--- config.mk ---
export PLATFORM = sky130hd
export DESIGN_NAME = svpm_queue
export DESIGN_NICKNAME = d
export VERILOG_FILES = /design/src/design/space_vector_pwm_modulator_assert.svh /design/src/design/svpm_pkg.sv /design/src/design/svpm_queue.sv
export SDC_FILE = /design/constraint.sdc
export NUM_CORES = 1
export LEC_CHECK = 0
export BUFFER_PORTS_ARGS = -buffer_cell sky130_fd_sc_hd__buf_4
export CAP_MARGIN = 20
export CORE_UTILIZATION = 50
export CTS_BUF_LIST = sky130_fd_sc_hd__clkbuf_16
export CTS_CLUSTER_DIAMETER = 40
export CTS_CLUSTER_SIZE = 14
export DETAILED_ROUTE_END_ITERATION = 8
export GPL_TIMING_DRIVEN = 0
export PLACE_DENSITY = 0.71
export SLEW_MARGIN = 10
export SYNTH_ARGS = -nofsm -noshare
export SYNTH_HDL_FRONTEND = slang
export SYNTH_SLANG_ARGS = --single-unit
--- constraint.sdc ---
create_clock -name clock -period 5.95 [get_ports clock]
set_clock_uncertainty 0.15 [all_clocks]
set_input_delay 1.4875 -clock clock [delete_from_list [all_inputs] [get_ports clock]]
set_output_delay 1.4875 -clock clock [all_outputs]
set_load 0.03 [all_outputs]
--- src/design/space_vector_pwm_modulator_assert.svh ---
// assertion macros for the space vector pwm modulator
// no dependencies; included by the top level only
`ifndef SPACE_VECTOR_PWM_MODULATOR_ASSERT_SVH
`define SPACE_VECTOR_PWM_MODULATOR_ASSERT_SVH
`ifndef SYNTH
`define SVPM_ASSERT_IMP(lbl, clk, rst, ante, cons) \
   lbl: assert property (@(posedge clk) disable iff (rst) (ante) |-> (cons)) \
      else $error("svpm assertion failed");
`define SVPM_ASSERT_NXT(lbl, clk, rst, ante, cons) \
   lbl: assert property (@(posedge clk) disable iff (rst) (ante) |=> (cons)) \
      else $error("svpm assertion failed");
`else
`define SVPM_ASSERT_IMP(lbl, clk, rst, ante, cons)
`define SVPM_ASSERT_NXT(lbl, clk, rst, ante, cons)
`endif
`endif

--- src/design/svpm_pkg.sv ---
// shared widths, codes, tables and types of the space vector pwm modulator
// no dependencies
`timescale 1ns / 1ps
package svpm_pkg;
   localparam int COMPARE_BITS_DEF    = 12;
   localparam int ANGLE_FRAC_BITS_DEF = 7;
   localparam int CORDIC_STEPS        = 16;
   localparam int PHASE_W    = 8;
   localparam int COMPARE_W  = 12;
   localparam int SECTOR_W   = 3;
   localparam int MI_W       = 10;
   localparam int DS_W       = 8;
   localparam int GAIN_W     = 12;
   localparam int CSR_IDX_W  = 3;
   localparam int CSR_DATA_W = 12;
   localparam int VEC_W      = 27;
   localparam int ARG_W      = 22;
   localparam int ROT_ZW     = 24;
   localparam int ROT_W      = 18;
   localparam int SINE_W     = 15;
   localparam int DWELL_W    = 16;
   localparam int SUM_W      = 17;
   localparam int QUEUE_DEPTH = 4;
   localparam int ANG_ONE         = 65536;
   localparam int SQRT3_Q14       = 28378;
   localparam int CORDIC_INV_GAIN = 9949;
   localparam int SINE_ONE        = 16384;

   typedef logic [SECTOR_W-1:0] sector_type;
   localparam sector_type SEC_ONE   = 3'd0;
   localparam sector_type SEC_TWO   = 3'd1;
   localparam sector_type SEC_THREE = 3'd2;
   localparam sector_type SEC_FOUR  = 3'd3;
   localparam sector_type SEC_FIVE  = 3'd4;
   localparam sector_type SEC_SIX   = 3'd5;

   typedef logic [CSR_IDX_W-1:0] csr_index_type;
   localparam csr_index_type CSR_MOD_INDEX   = 3'd0;
   localparam csr_index_type CSR_DWELL_SCALE = 3'd1;
   localparam csr_index_type CSR_GAIN_FIRST  = 3'd2;
   localparam csr_index_type CSR_GAIN_SECOND = 3'd3;
   localparam csr_index_type CSR_GAIN_THIRD  = 3'd4;

   localparam logic [MI_W-1:0]   MI_RESET = 10'd819;
   localparam logic [DS_W-1:0]   DS_RESET = 8'd40;
   localparam logic [GAIN_W-1:0] G1_RESET = 12'd384;
   localparam logic [GAIN_W-1:0] G2_RESET = 12'd1690;
   localparam logic [GAIN_W-1:0] G3_RESET = 12'd1792;

   // atan(2^-i) in 2^-16 degree
   localparam logic signed [VEC_W-1:0] ATAN_TABLE [CORDIC_STEPS] = '{
      27'sd2949120, 27'sd1740967, 27'sd919879, 27'sd466945,
      27'sd234379, 27'sd117304, 27'sd58666, 27'sd29335,
      27'sd14668, 27'sd7334, 27'sd3667, 27'sd1833,
      27'sd917, 27'sd458, 27'sd229, 27'sd115};

   typedef struct packed {
      logic [MI_W-1:0]   mod_index;
      logic [DS_W-1:0]   dwell_scale;
      logic [GAIN_W-1:0] gain_first;
      logic [GAIN_W-1:0] gain_second;
      logic [GAIN_W-1:0] gain_third;
   } cfg_type;

   typedef struct packed {
      sector_type       sector;
      logic [ARG_W-1:0] arg_first;
      logic [ARG_W-1:0] arg_second;
   } job_type;
endpackage

--- src/design/svpm_queue.sv ---
// short queue between the front and back parts
// depends on svpm_pkg
`timescale 1ns / 1ps
module svpm_queue (
   input  logic              clock,
   input  logic              reset,
   input  logic              push,
   input  svpm_pkg::job_type push_job,
   output logic              push_ready,
   output logic              pop_valid,
   output svpm_pkg::job_type pop_job,
   input  logic              pop
);
   import svpm_pkg::*;
   localparam int PTR_W = $clog2(QUEUE_DEPTH);

   job_type mem_ff [QUEUE_DEPTH];
   logic [PTR_W-1:0] wr_ff, rd_ff;
   logic [PTR_W:0] count_ff;
   logic do_pop;

   assign push_ready = (count_ff != (PTR_W + 1)'(QUEUE_DEPTH));
   assign pop_valid  = (count_ff != '0);
   assign pop_job    = mem_ff[rd_ff];
   assign do_pop     = pop && pop_valid;

   always_ff @(posedge clock) begin
      if (reset) begin
         wr_ff    <= '0;
         rd_ff    <= '0;
         count_ff <= '0;
      end else begin
         if (push) begin
            wr_ff <= wr_ff + 1'b1;
         end
         if (do_pop) begin
            rd_ff <= rd_ff + 1'b1;
         end
         count_ff <= count_ff + (PTR_W + 1)'(push) - (PTR_W + 1)'(do_pop);
      end
   end

   always_ff @(posedge clock) begin
      if (push) begin
         mem_ff[wr_ff] <= push_job;
      end
   end
endmodule

==> reports/metrics.yaml <==
status:
  status: "finished, final reports clean"
synth:
  post_synth.cell_area_avg_um2: 25.01
  yosysWarnings: 0
  yosys.area.top_type_share_pct: 77.58
  synth_edf_count: 188
  synth_common_cells: "edfxtp_1, mux4_2, dfxtp_1"
  syn_inst: 291
  synthFlopType: "edfxtp_1"
  async_reset_ff_share_pct: 0
  synth_mux_area_share_pct: 15.15
  synth_seq_area_share_pct: 80.06
  synth_seq_cells: 197
  synth_area_leader_cell: "edfxtp_1"
  ys_types: 22
  synth_xor_area_share_pct: 0.4298
  synth_area_mm2: 0.007277
  synth_compound_area_share_pct: 0.2407
  yosysMostFrequentCell: "edfxtp_1"
  synth_top_family_by_area: "multiplexers"
  yosys.area_share.adder_pct: 1.307
  synth.area.top_cells: "edfxtp_1, mux4_2, dfxtp_1, ha_1, buf_12"
  synth_nets: 349
  synthSimpleGateAreaFrac_pct: 1.100
route:
  drcViolationCount: 0
  routedWlPerCell_um: 19.84
  wl_um: 11900
  vias_per_cell: 5.477
  drt-initial-drc-count: 179
  ant_nets: 0
  num_vias: 3286
  firstDrtPassIters: 4
worst_setup_path:
  crit_family: "buffers and inverters"
  worstPathRequired_ns: 4.31
  path_max_fanout: 10
  r2r_start: "count_ff[1]$_SDFF_PP0_"
  worstRegToRegCells: 8
  endpoint_kind: "primary output"
  ff2ff_setup_slack_ns: 3.78
  worstSetupStartpointType: "flip-flop"
  worst-path-stages: 4
  critPathSlowestCell: "mux4_2"
  worstPathCellList: "buf_2 -> buf_2 -> mux4_2 -> buf_4"
  r2r_end: "count_ff[2]$_SDFF_PP0_"
  crit_top_cell: "buf_2"
  worst-endpoint-arrival_ns: 1.92
  cp.buffers_inverters: 3
  worstSetupPathType: "reg2out"
  crit_path_max_incr_delay_ns: 0.37
floorplanning:
  rows: 43
  die_area_mm2: 0.01504
  coreArea_mm2: 0.01404
  die_width_um: 122.6
  start_util_pct: 51.82
  ios: 100
  die_y_um: 122.6
global_route:
  grt_pass1_vias: 3441
  antenna_found_initial: 0
  grt_pass1_wl_um: 17970
  top_usage_layer: "met2"
  grt_use_met2_pct: 28.37
  track_usage_pct: 17.14
  gr-usage-met1_pct: 21.24
  grt.overflow.total: 0
  use_met3_pct: 4.229
  grt_start_max_net_pins: 48
clock_tree:
  numCtsBuffers: 17
  cts.sinks: 197
  clockBufferDepth: 2
  cts_tree: "done"
  h-tree-depth: 4
  cts_root_buf: "clkbuf_16"
  holdBufCountCts: 0
  clock_latency_ns: 0.42
  post_cts_buffers: 0
  cts_resized: 0
  path_clk_slew_ns: 0.07
finish:
  fin_util_pct: 62.69
  diodes: 0
  area_growth_syn_to_layout_pct: 20.98
  drive_above_1_share_pct: 45.71
  layout.nets: 466
hold_path:
  hp-class: "reg2reg"
  hold_depth: 2
  hp-start: "wr_ff[1]$_SDFFE_PP0P_"
  holdPathEnd: "wr_ff[1]$_SDFFE_PP0P_"
timing:
  rsz0062_at_grt: "no"
  fin_setup_tns_ns: 0
  worst_pin_slew_ns: 0.7528
  slew_headroom_pct: 49.81
  fin_crit_sh_pct: 59.86
  finalHoldViolCount: 0
  setup_viol: 0
  fmax_mhz: 280.8
  min_period_ns: 3.561
  fin_ws_ns: 2.389
  finalMaxSlewViolations: 0
job:
  maxCapViolCount: 0
power_and_ir_drop:
  p_per_area_mw_per_mm2: 405.6
  irDropWorstVdd_v: 0.0002185
  total_leakage_power_nw: 2.983
placement:
  io_buffers: 98
  dp_slack_ns: 2.755
  finalWeightedCongestion: 0.7200
  dpl.hpwl_um: 6964
==> cells in the final DEF (no fill, tap or decap), types with 2 or more instances in the layout <==
cell type,instances
clkinvlp_4,7
clkbuf_1,2
and2_4,4
nor2_1,7
buf_2,4
mux2_2,3
clkbuf_16,17
clkinv_2,2
mux4_2,47
inv_1,5
nor2b_1,3
buf_4,99
dfxtp_1,9
inv_6,2
buf_12,3
ha_1,6
edfxtp_1,188
==> power by group <==
| group | total, mW | internal (mW) | switching (mW) | leakage [nW] |
|---|---|---|---|---|
| Clock | 1.07 | 0.577 | 0.488 | 0.252 |
| Combinational | 0.877 | 0.402 | 0.475 | 0.930 |
| Sequential | 1.63 | 1.60 | 0.0280 | 1.80 |
| Total | 3.57 | 2.58 | 0.991 | 2.98 |
==> registers in the layout (all words and copies together) (netlist names), named ones only <==
signal    count
count_ff      3
mem_ff      188
rd_ff         2
wr_ff         2
==> metal layers <==
metal  vias up  part of all wire, %
li1       1457                    -
met1      1741                   42
met2        72                   53
met3        16                  3.8
met4         0                  2.0
met5         -                    0
==> worst max-delay path by stage <==
stage / start / to
2_1_floorplan: push / mem_ff[0][0]$_DFFE_PP_
3_3_place_gp: push / mem_ff[1][26]$_DFFE_PP_
3_5_place_dp: pop / count_ff[2]$_SDFF_PP0_
4_1_cts: flip-flop / pop_job[29]
5_1_grt: flip-flop / pop_job[31]
6_report: flip-flop / pop_job[29]
==> worst reg2reg max path: cells and delay by family, from the launching register on <==
kind / cells / cell delay (ns)
AOI/OAI and AO/OA: 1 / 0.37
DFF: 1 / 0.38
adders and majority gates: 3 / 0.80
xor gates and xnor gates: 1 / 0.22
buffers and inverters: 2 / 0.10
and+or+nand+nor: 1 / 0.04
==> metrics by stage <==
step	instances	hold WS (ns)	area [um2]	power [mW]
2_1_floorplan	291	0.3636	7277	2.265
3_3_place_gp	569	0.3804	8238	2.538
3_5_place_dp	569	0.4118	8248	2.553
4_1_cts	600	0.4183	8803	3.612
5_1_grt	600	0.4422	8803	3.705
6_report	600	0.4152	8803	3.571
==> logic make-up (layout without fill, tap and decap cells) <==
group,count (synthesis),in the layout
DFF,197,197
muxes,51,51
and+or+nand+nor,16,16
buffers and inverters,16,145
adders and majority gates,7,7
AOI/OAI and AO/OA,2,2
xor gates and xnor gates,2,2
==> layout make-up <==
cell class | count | area [um2]
sequential | 197 | 5826
clock buffer | 17 | 425.4
inverter | 5 | 18.77
buffer | 11 | 106.4
tap | 180 | 225.2
clock inverter | 14 | 130.1
timing repair buffer | 98 | 735.7
multi-input combinational | 78 | 1336
fill | 980 | 5239
No activity file was read; power rests on OpenSTA's default activity.
