--- config.mk ---
export PLATFORM = sky130hd
export DESIGN_NAME = svpm_front_flat
export DESIGN_NICKNAME = d
export VERILOG_FILES = /design/src/design/space_vector_pwm_modulator_assert.svh /design/src/design/svpm_pkg.sv /design/src/design/svpm_req_if.sv /design/src/design/svpm_front.sv /design/src/flat_wrapper.sv
export SDC_FILE = /design/constraint.sdc
export NUM_CORES = 2
export LEC_CHECK = 0
export ABC_CLOCK_PERIOD_IN_PS = 15490
export BUFFER_PORTS_ARGS = -buffer_cell sky130_fd_sc_hd__buf_2
export CAP_MARGIN = 40
export CELL_PAD_IN_SITES_DETAIL_PLACEMENT = 0
export CELL_PAD_IN_SITES_GLOBAL_PLACEMENT = 2
export CORE_ASPECT_RATIO = 0.7
export CORE_UTILIZATION = 30
export DETAILED_ROUTE_END_ITERATION = 10
export PLACE_DENSITY_LB_ADDON = 0.1
export SLEW_MARGIN = 5
export SYNTH_ARGS = -nofsm -noshare
export SYNTH_HDL_FRONTEND = slang
export SYNTH_SLANG_ARGS = --single-unit
--- constraint.sdc ---
create_clock -name clock -period 15.49 [get_ports clock]
set_input_delay 3.098 -clock clock [delete_from_list [all_inputs] [get_ports clock]]
set_output_delay 3.098 -clock clock [all_outputs]
set_load 0.02 [all_outputs]
--- src/design/space_vector_pwm_modulator_assert.svh ---
// assertion macros for the space vector pwm modulator
// no dependencies; included by the top level only
`ifndef SPACE_VECTOR_PWM_MODULATOR_ASSERT_SVH
`define SPACE_VECTOR_PWM_MODULATOR_ASSERT_SVH
`ifndef SYNTH
`define SVPM_ASSERT_IMP(lbl, clk, rst, ante, cons) \
   lbl: assert property (@(posedge clk) disable iff (rst) (ante) |-> (cons)) \
      else $error("svpm assertion failed");
`define SVPM_ASSERT_NXT(lbl, clk, rst, ante, cons) \
   lbl: assert property (@(posedge clk) disable iff (rst) (ante) |=> (cons)) \
      else $error("svpm assertion failed");
`else
`define SVPM_ASSERT_IMP(lbl, clk, rst, ante, cons)
`define SVPM_ASSERT_NXT(lbl, clk, rst, ante, cons)
`endif
`endif

--- src/design/svpm_pkg.sv ---
// shared widths, codes, tables and types of the space vector pwm modulator
// no dependencies
`timescale 1ns / 1ps
package svpm_pkg;
   localparam int COMPARE_BITS_DEF    = 12;
   localparam int ANGLE_FRAC_BITS_DEF = 7;
   localparam int CORDIC_STEPS        = 16;
   localparam int PHASE_W    = 8;
   localparam int COMPARE_W  = 12;
   localparam int SECTOR_W   = 3;
   localparam int MI_W       = 10;
   localparam int DS_W       = 8;
   localparam int GAIN_W     = 12;
   localparam int CSR_IDX_W  = 3;
   localparam int CSR_DATA_W = 12;
   localparam int VEC_W      = 27;
   localparam int ARG_W      = 22;
   localparam int ROT_ZW     = 24;
   localparam int ROT_W      = 18;
   localparam int SINE_W     = 15;
   localparam int DWELL_W    = 16;
   localparam int SUM_W      = 17;
   localparam int QUEUE_DEPTH = 4;
   localparam int ANG_ONE         = 65536;
   localparam int SQRT3_Q14       = 28378;
   localparam int CORDIC_INV_GAIN = 9949;
   localparam int SINE_ONE        = 16384;

   typedef logic [SECTOR_W-1:0] sector_type;
   localparam sector_type SEC_ONE   = 3'd0;
   localparam sector_type SEC_TWO   = 3'd1;
   localparam sector_type SEC_THREE = 3'd2;
   localparam sector_type SEC_FOUR  = 3'd3;
   localparam sector_type SEC_FIVE  = 3'd4;
   localparam sector_type SEC_SIX   = 3'd5;

   typedef logic [CSR_IDX_W-1:0] csr_index_type;
   localparam csr_index_type CSR_MOD_INDEX   = 3'd0;
   localparam csr_index_type CSR_DWELL_SCALE = 3'd1;
   localparam csr_index_type CSR_GAIN_FIRST  = 3'd2;
   localparam csr_index_type CSR_GAIN_SECOND = 3'd3;
   localparam csr_index_type CSR_GAIN_THIRD  = 3'd4;

   localparam logic [MI_W-1:0]   MI_RESET = 10'd819;
   localparam logic [DS_W-1:0]   DS_RESET = 8'd40;
   localparam logic [GAIN_W-1:0] G1_RESET = 12'd384;
   localparam logic [GAIN_W-1:0] G2_RESET = 12'd1690;
   localparam logic [GAIN_W-1:0] G3_RESET = 12'd1792;

   // atan(2^-i) in 2^-16 degree
   localparam logic signed [VEC_W-1:0] ATAN_TABLE [CORDIC_STEPS] = '{
      27'sd2949120, 27'sd1740967, 27'sd919879, 27'sd466945,
      27'sd234379, 27'sd117304, 27'sd58666, 27'sd29335,
      27'sd14668, 27'sd7334, 27'sd3667, 27'sd1833,
      27'sd917, 27'sd458, 27'sd229, 27'sd115};

   typedef struct packed {
      logic [MI_W-1:0]   mod_index;
      logic [DS_W-1:0]   dwell_scale;
      logic [GAIN_W-1:0] gain_first;
      logic [GAIN_W-1:0] gain_second;
      logic [GAIN_W-1:0] gain_third;
   } cfg_type;

   typedef struct packed {
      sector_type       sector;
      logic [ARG_W-1:0] arg_first;
      logic [ARG_W-1:0] arg_second;
   } job_type;
endpackage

--- src/design/svpm_req_if.sv ---
// reference sample channel: valid, ready and the three phase samples
// depends on svpm_pkg
`timescale 1ns / 1ps
interface svpm_req_if;
   logic                      valid;
   logic                      ready;
   logic [svpm_pkg::PHASE_W-1:0] phase_a_ref;
   logic [svpm_pkg::PHASE_W-1:0] phase_b_ref;
   logic [svpm_pkg::PHASE_W-1:0] phase_c_ref;
   modport source (output valid, phase_a_ref, phase_b_ref, phase_c_ref, input ready);
   modport sink (input valid, phase_a_ref, phase_b_ref, phase_c_ref, output ready);
endinterface

--- src/design/svpm_front.sv ---
// front part: sector classification, vectoring cordic pipeline, in-sector angle
// depends on svpm_pkg and svpm_req_if
`timescale 1ns / 1ps
module svpm_front #(
   parameter int ANGLE_FRAC_BITS = svpm_pkg::ANGLE_FRAC_BITS_DEF
) (
   input  logic              clock,
   input  logic              reset,
   svpm_req_if.sink          req,
   output logic              push,
   output svpm_pkg::job_type push_job,
   input  logic              push_ready
);
   import svpm_pkg::*;
   localparam int SHIFT = 16 - ANGLE_FRAC_BITS;
   localparam int LAST  = CORDIC_STEPS + 1;
   localparam logic signed [VEC_W-1:0] HALF      = VEC_W'(2 ** (SHIFT - 1));
   localparam logic signed [VEC_W-1:0] SIXTY     = VEC_W'(60 * 2 ** ANGLE_FRAC_BITS);
   localparam logic signed [VEC_W-1:0] HALF_TURN = VEC_W'(180 * ANG_ONE);
   localparam logic signed [VEC_W-1:0] SQRT3     = VEC_W'(SQRT3_Q14);

   function automatic logic signed [9:0] sector_base(input sector_type s);
      case (s)
         SEC_ONE:   return 10'sd0;
         SEC_TWO:   return 10'sd60;
         SEC_THREE: return 10'sd120;
         SEC_FOUR:  return -10'sd180;
         SEC_FIVE:  return -10'sd120;
         default:   return -10'sd60;
      endcase
   endfunction

   logic adv;
   logic accept;
   logic [LAST:0] vld_ff;
   logic signed [VEC_W-1:0] px_ff [0:CORDIC_STEPS];
   logic signed [VEC_W-1:0] py_ff [0:CORDIC_STEPS];
   logic signed [VEC_W-1:0] z_ff  [0:CORDIC_STEPS];
   sector_type sec_ff [0:CORDIC_STEPS];
   logic zero_ff [0:CORDIC_STEPS];
   job_type job_ff, job_in;

   logic signed [9:0] x_val, nx_val, u_val;
   logic signed [VEC_W-1:0] px0, py0, z0;
   sector_type sec0;
   logic signed [VEC_W-1:0] zs, ang, phi, phi_c, arg1, arg2;

   assign adv       = !vld_ff[LAST] || push_ready;
   assign accept    = req.valid && adv;
   assign req.ready = adv;
   assign push      = vld_ff[LAST] && push_ready;
   assign push_job  = job_ff;

   // x = 2a - b - c, u = b - c
   always_comb begin
      x_val  = $signed({1'b0, req.phase_a_ref, 1'b0}) - $signed({2'b0, req.phase_b_ref})
             - $signed({2'b0, req.phase_c_ref});
      u_val  = $signed({2'b0, req.phase_b_ref}) - $signed({2'b0, req.phase_c_ref});
      nx_val = -x_val;
      if (u_val > 0 && u_val <= x_val) begin
         sec0 = SEC_ONE;
      end else if (u_val > x_val && u_val >= nx_val) begin
         sec0 = SEC_TWO;
      end else if (u_val >= 0 && u_val < nx_val) begin
         sec0 = SEC_THREE;
      end else if (u_val < 0 && u_val >= x_val) begin
         sec0 = SEC_FOUR;
      end else if (u_val < x_val && u_val <= nx_val) begin
         sec0 = SEC_FIVE;
      end else begin
         sec0 = SEC_SIX;
      end
      px0 = VEC_W'(x_val) <<< 14;
      py0 = VEC_W'(u_val) * SQRT3;
      z0  = '0;
      // fold the left half plane onto the right
      if (x_val < 0) begin
         z0  = (u_val >= 0) ? HALF_TURN : -HALF_TURN;
         px0 = -px0;
         py0 = -py0;
      end
   end

   always_ff @(posedge clock) begin
      if (reset) begin
         vld_ff <= '0;
      end else if (adv) begin
         vld_ff <= {vld_ff[LAST-1:0], accept};
      end
   end

   always_ff @(posedge clock) begin
      if (adv) begin
         px_ff[0]   <= px0;
         py_ff[0]   <= py0;
         z_ff[0]    <= z0;
         sec_ff[0]  <= sec0;
         zero_ff[0] <= (x_val == 0) && (u_val == 0);
         job_ff     <= job_in;
      end
   end

   for (genvar i = 0; i < CORDIC_STEPS; i++) begin : g_vec
      always_ff @(posedge clock) begin
         if (adv) begin
            if (!py_ff[i][VEC_W-1]) begin
               px_ff[i+1] <= px_ff[i] + (py_ff[i] >>> i);
               py_ff[i+1] <= py_ff[i] - (px_ff[i] >>> i);
               z_ff[i+1]  <= z_ff[i] + ATAN_TABLE[i];
            end else begin
               px_ff[i+1] <= px_ff[i] - (py_ff[i] >>> i);
               py_ff[i+1] <= py_ff[i] + (px_ff[i] >>> i);
               z_ff[i+1]  <= z_ff[i] - ATAN_TABLE[i];
            end
            sec_ff[i+1]  <= sec_ff[i];
            zero_ff[i+1] <= zero_ff[i];
         end
      end
   end

   // round the angle, take the in-sector angle and clamp it
   always_comb begin
      zs  = zero_ff[CORDIC_STEPS] ? '0 : z_ff[CORDIC_STEPS];
      ang = (zs + HALF) >>> SHIFT;
      phi = ang - (VEC_W'(sector_base(sec_ff[CORDIC_STEPS])) <<< ANGLE_FRAC_BITS);
      if (phi < 0) begin
         phi_c = '0;
      end else if (phi > SIXTY) begin
         phi_c = SIXTY;
      end else begin
         phi_c = phi;
      end
      arg1 = (SIXTY - phi_c) <<< SHIFT;
      arg2 = phi_c <<< SHIFT;
      job_in.sector     = sec_ff[CORDIC_STEPS];
      job_in.arg_first  = arg1[ARG_W-1:0];
      job_in.arg_second = arg2[ARG_W-1:0];
   end
endmodule

--- src/flat_wrapper.sv ---
// flat-port wrapper written by rule: the top's interface ports become plain ports
module svpm_front_flat import svpm_pkg::*;
#(
   parameter int ANGLE_FRAC_BITS = svpm_pkg::ANGLE_FRAC_BITS_DEF
)
  (clock, reset, push, push_job, push_ready, req_valid, req_phase_a_ref, req_phase_b_ref, req_phase_c_ref, req_ready);
  svpm_req_if req_i ();
  input  logic clock;
  input  logic reset;
  output logic push;
  output svpm_pkg::job_type push_job;
  input  logic push_ready;
  input wire logic [$bits(req_i.valid)-1:0] req_valid;
  input wire logic [$bits(req_i.phase_a_ref)-1:0] req_phase_a_ref;
  input wire logic [$bits(req_i.phase_b_ref)-1:0] req_phase_b_ref;
  input wire logic [$bits(req_i.phase_c_ref)-1:0] req_phase_c_ref;
  output wire logic [$bits(req_i.ready)-1:0] req_ready;
  assign req_i.valid = req_valid;
  assign req_i.phase_a_ref = req_phase_a_ref;
  assign req_i.phase_b_ref = req_phase_b_ref;
  assign req_i.phase_c_ref = req_phase_c_ref;
  assign req_ready = req_i.ready;
  svpm_front #(.ANGLE_FRAC_BITS(ANGLE_FRAC_BITS)) u_core (.clock(clock), .reset(reset), .req(req_i), .push(push), .push_job(push_job), .push_ready(push_ready));
endmodule
==> flow_metrics.py <==
metrics = {
    "status": {
        "outcome": "finished with violations",
        "violations": "DRC",
    },
    "placed_design": {
        "placed_area_um2": 111000,
        "dpl.cell_count": 15400,
        "dp_hpwl_mm": 249,
        "gp_congestion": 0.830,
        "portBuffers": 58,
    },
    "sta": {
        "finalSetupTns_ns": 0,
        "whs_ns": 0.416,
        "period_share_pct": 64.3,
        "slew_headroom_pct": 34.5,
        "worstMarginPinSlew_ns": 0.978,
        "finClkSkew_ns": 0.0512,
        "rsz0062_at_grt": "no",
        "post-route-min-period_ns": 9.96,
        "hold_violations": 0,
        "fmax_mhz": 100,
        "drv_slew": 0,
        "final-setup-viol-count": 0,
    },
    "synth": {
        "yosysWarnings": 0,
        "ys_types": 90,
        "async_flop_share_pct": 0,
        "syn_area_per_cell_um2": 9.73,
        "synthCells": 10800,
        "yosys_register_bits": 1274,
        "synth-main-ff-cell": "edfxtp_1",
        "synthesis.area_um2": 105000,
        "yosysSeqAreaShare_pct": 36.3,
        "synth_edf_count": 1256,
    },
    "route": {
        "dr.first_iter.drc_count": 5226,
        "routed_wl_mm": 309,
        "drc": 8,
        "vias": 80600,
        "drt_first_pass_iters": 11,
        "vias_per_cell": 5.12,
        "drt.antenna.violating_nets": 0,
        "wl_per_cell_um": 19.6,
    },
    "finish": {
        "fillers": 35300,
        "register_area_um2": 38100,
        "fin_area_um2": 117000,
        "layout_commonest_cell": "edfxtp_1",
        "final_cells": 15700,
        "area_growth_pct": 11.1,
        "final_nets": 12300,
        "multiInputGateArea_um2": 64200,
        "mostFrequentLayoutCells": "1,256 x edfxtp_1, 1,237 x ha_1, 1,010 x a21oi_1",
        "drive_above_1_share_pct": 4.80,
    },
    "worst_setup_path": {
        "r2r_setup_slack_ns": 9.03,
        "cp_slowest_stage_delay_ns": 0.54,
        "crit_start": "req_phase_b_ref[0]",
        "cp-start-kind": "primary input",
        "cp_max_fo": 9,
        "critPathKind": "in -> reg",
        "slowest_stage": "fa_1",
        "arrival_ns": 10.50,
        "worstReg2RegStart": "u_core.zero_ff[1][0]",
        "cp-endpoint": "u_core.py_ff[0][22]",
        "required_ns": 16.03,
        "worstReg2RegEnd": "u_core.push_job[41]",
        "rr_worst_depth": 23,
        "crit_path_end_kind": "register",
    },
    "floorplan": {
        "start_util_pct": 30.2,
        "rows": 181,
        "die_height_um": 497,
        "core_um2": 348000,
        "die_w_um": 709,
        "die_area_um2": 352000,
        "ios": 77,
    },
    "cts": {
        "clk_latency_ns": 0.84,
        "cts_buffer_depth": 4,
        "post-cts-setup-buffer-count": 0,
        "cts_tree": "yes",
        "cts.sinks": 1274,
        "numCtsBuffers": 164,
        "cts_resized": 0,
        "cts-htree-levels": 4,
        "root_buffer": "clkbuf_16",
        "clk_pin_slew_ns": 0.06,
        "cts_hold_buffers": 0,
    },
    "global_route": {
        "grt_max_degree": 71,
        "antenna_found_initial": 8,
        "grt_first_pass_wirelength_mm": 475,
        "gr-total-overflow": 0,
        "grt_usage_pct": 17.0,
        "grt_pass1_vias": 77700,
    },
    "flow_run": {
        "maxCapViolations": 0,
    },
    "worst_hold_path": {
        "hold_class": "reg -> reg",
        "min-delay-start": "u_core.sec_ff[0][22]",
        "hold_depth": 0,
    },
}
flip-flops by register name, summed over array words and instances (netlist names):
register         flops
u_core.py_ff       404
u_core.sec_ff       51
u_core.px_ff       374
u_core.vld_ff       18
u_core.zero_ff      17
u_core.push_job     28
u_core.z_ff        382
how the worst min path moves through the flow:
| stage | to | slack [ns] |
|---|---|---|
| 6_report | u_core.sec_ff[0][25] | 0.42 |
| 5_1_grt | u_core.sec_ff[0][13] | 0.42 |
| 4_1_cts | u_core.sec_ff[0][44] | 0.41 |
| 3_5_place_dp | u_core.sec_ff[0][20] | 0.40 |
| 3_3_place_gp | u_core.sec_ff[0][44] | 0.40 |
| 2_1_floorplan | u_core.sec_ff[0][10] | 0.40 |
Yosys cell counts (all sizes together), types with 38 or more instances:
| master | number | area share (%) |
|---|---|---|
| a31oi | 105 | 0.63 |
| xnor2 | 976 | 8.2 |
| nor4 | 79 | 0.47 |
| a211oi | 96 | 0.69 |
| a21oi | 1010 | 4.8 |
| and2 | 57 | 0.34 |
| inv | 534 | 1.9 |
| nand3 | 205 | 0.98 |
| buf | 38 | 0.20 |
| o211ai | 47 | 0.34 |
| or3 | 99 | 0.61 |
| nand4 | 64 | 0.38 |
| nand2 | 691 | 2.5 |
| edfxtp | 1256 | 36 |
| nor3 | 250 | 1.2 |
| nor2b | 106 | 0.63 |
| o21a | 174 | 1.2 |
| o21bai | 128 | 0.92 |
| o41ai | 52 | 0.47 |
| nor2 | 850 | 3.0 |
| o31ai | 126 | 0.90 |
| xor2 | 503 | 4.2 |
| clkbuf | 134 | 0.48 |
| nand2b | 149 | 0.89 |
| ha | 1237 | 15 |
| fa | 87 | 1.7 |
| o21ai | 581 | 2.8 |
| or4 | 41 | 0.29 |
| or2 | 57 | 0.34 |
| a21o | 409 | 2.9 |
| and3 | 97 | 0.58 |
metrics by stage:
step,util (%),setup slack [ns]
after CTS,33.5,5.56
after global routing,33.5,4.99
after floorplan,-,5.37
final,33.5,5.53
after global placement,31.9,4.62
after detailed placement,32.0,4.71
worst max-delay path, delay by kind of cell:
kind	cells	cell delay (ns)
adders and majority gates	8	3.22
buffers and inverters	7	1.04
and+or+nand+nor	8	1.84
xor gates and xnor gates	1	0.11
AOI/OAI and AO/OA	6	1.15
layer usage:
layer / global-route usage, % / vias up / share of wire (%)
met4: 2.66 / 0 / 1.4
met3: 1.98 / 281 / 3.6
met1: 27.3 / 38800 / 55
met2: 24.4 / 1255 / 40
met5: 0 / - / 0
li1: - / 40300 / -
kinds of logic (layout without fill, tap and decap cells):
kind of cell             Yosys count  after routing  synth area share [%]
flip-flops                      1274           1274                  36.3
AND/OR/NAND/NOR                 2851           2851                  13.1
multiplexers                      46             46                 0.452
other                              1             24               0.00358
XOR/XNOR                        1479           1479                  12.4
buffers and inverters            709            979                  2.61
AO/OA/AOI/OAI                   3090           3090                  18.8
adder cells (fa/ha/maj)         1325           1325                  16.4
cell type report:
class | instances | share of cell area [%]
clock inverter | 87 | 0.743
clock buffer | 198 | 3.75
timing repair buffer | 157 | 1.02
inverter | 537 | 1.74
sequential | 1274 | 32.7
antenna | 3 | 0.00644
multi-input combinational | 8812 | 55.1
tap | 4666 | 5.01
Power is left out: the tool's default activity adds up to more than one toggle a clock period on the data nets, which glitch-free logic cannot reach.
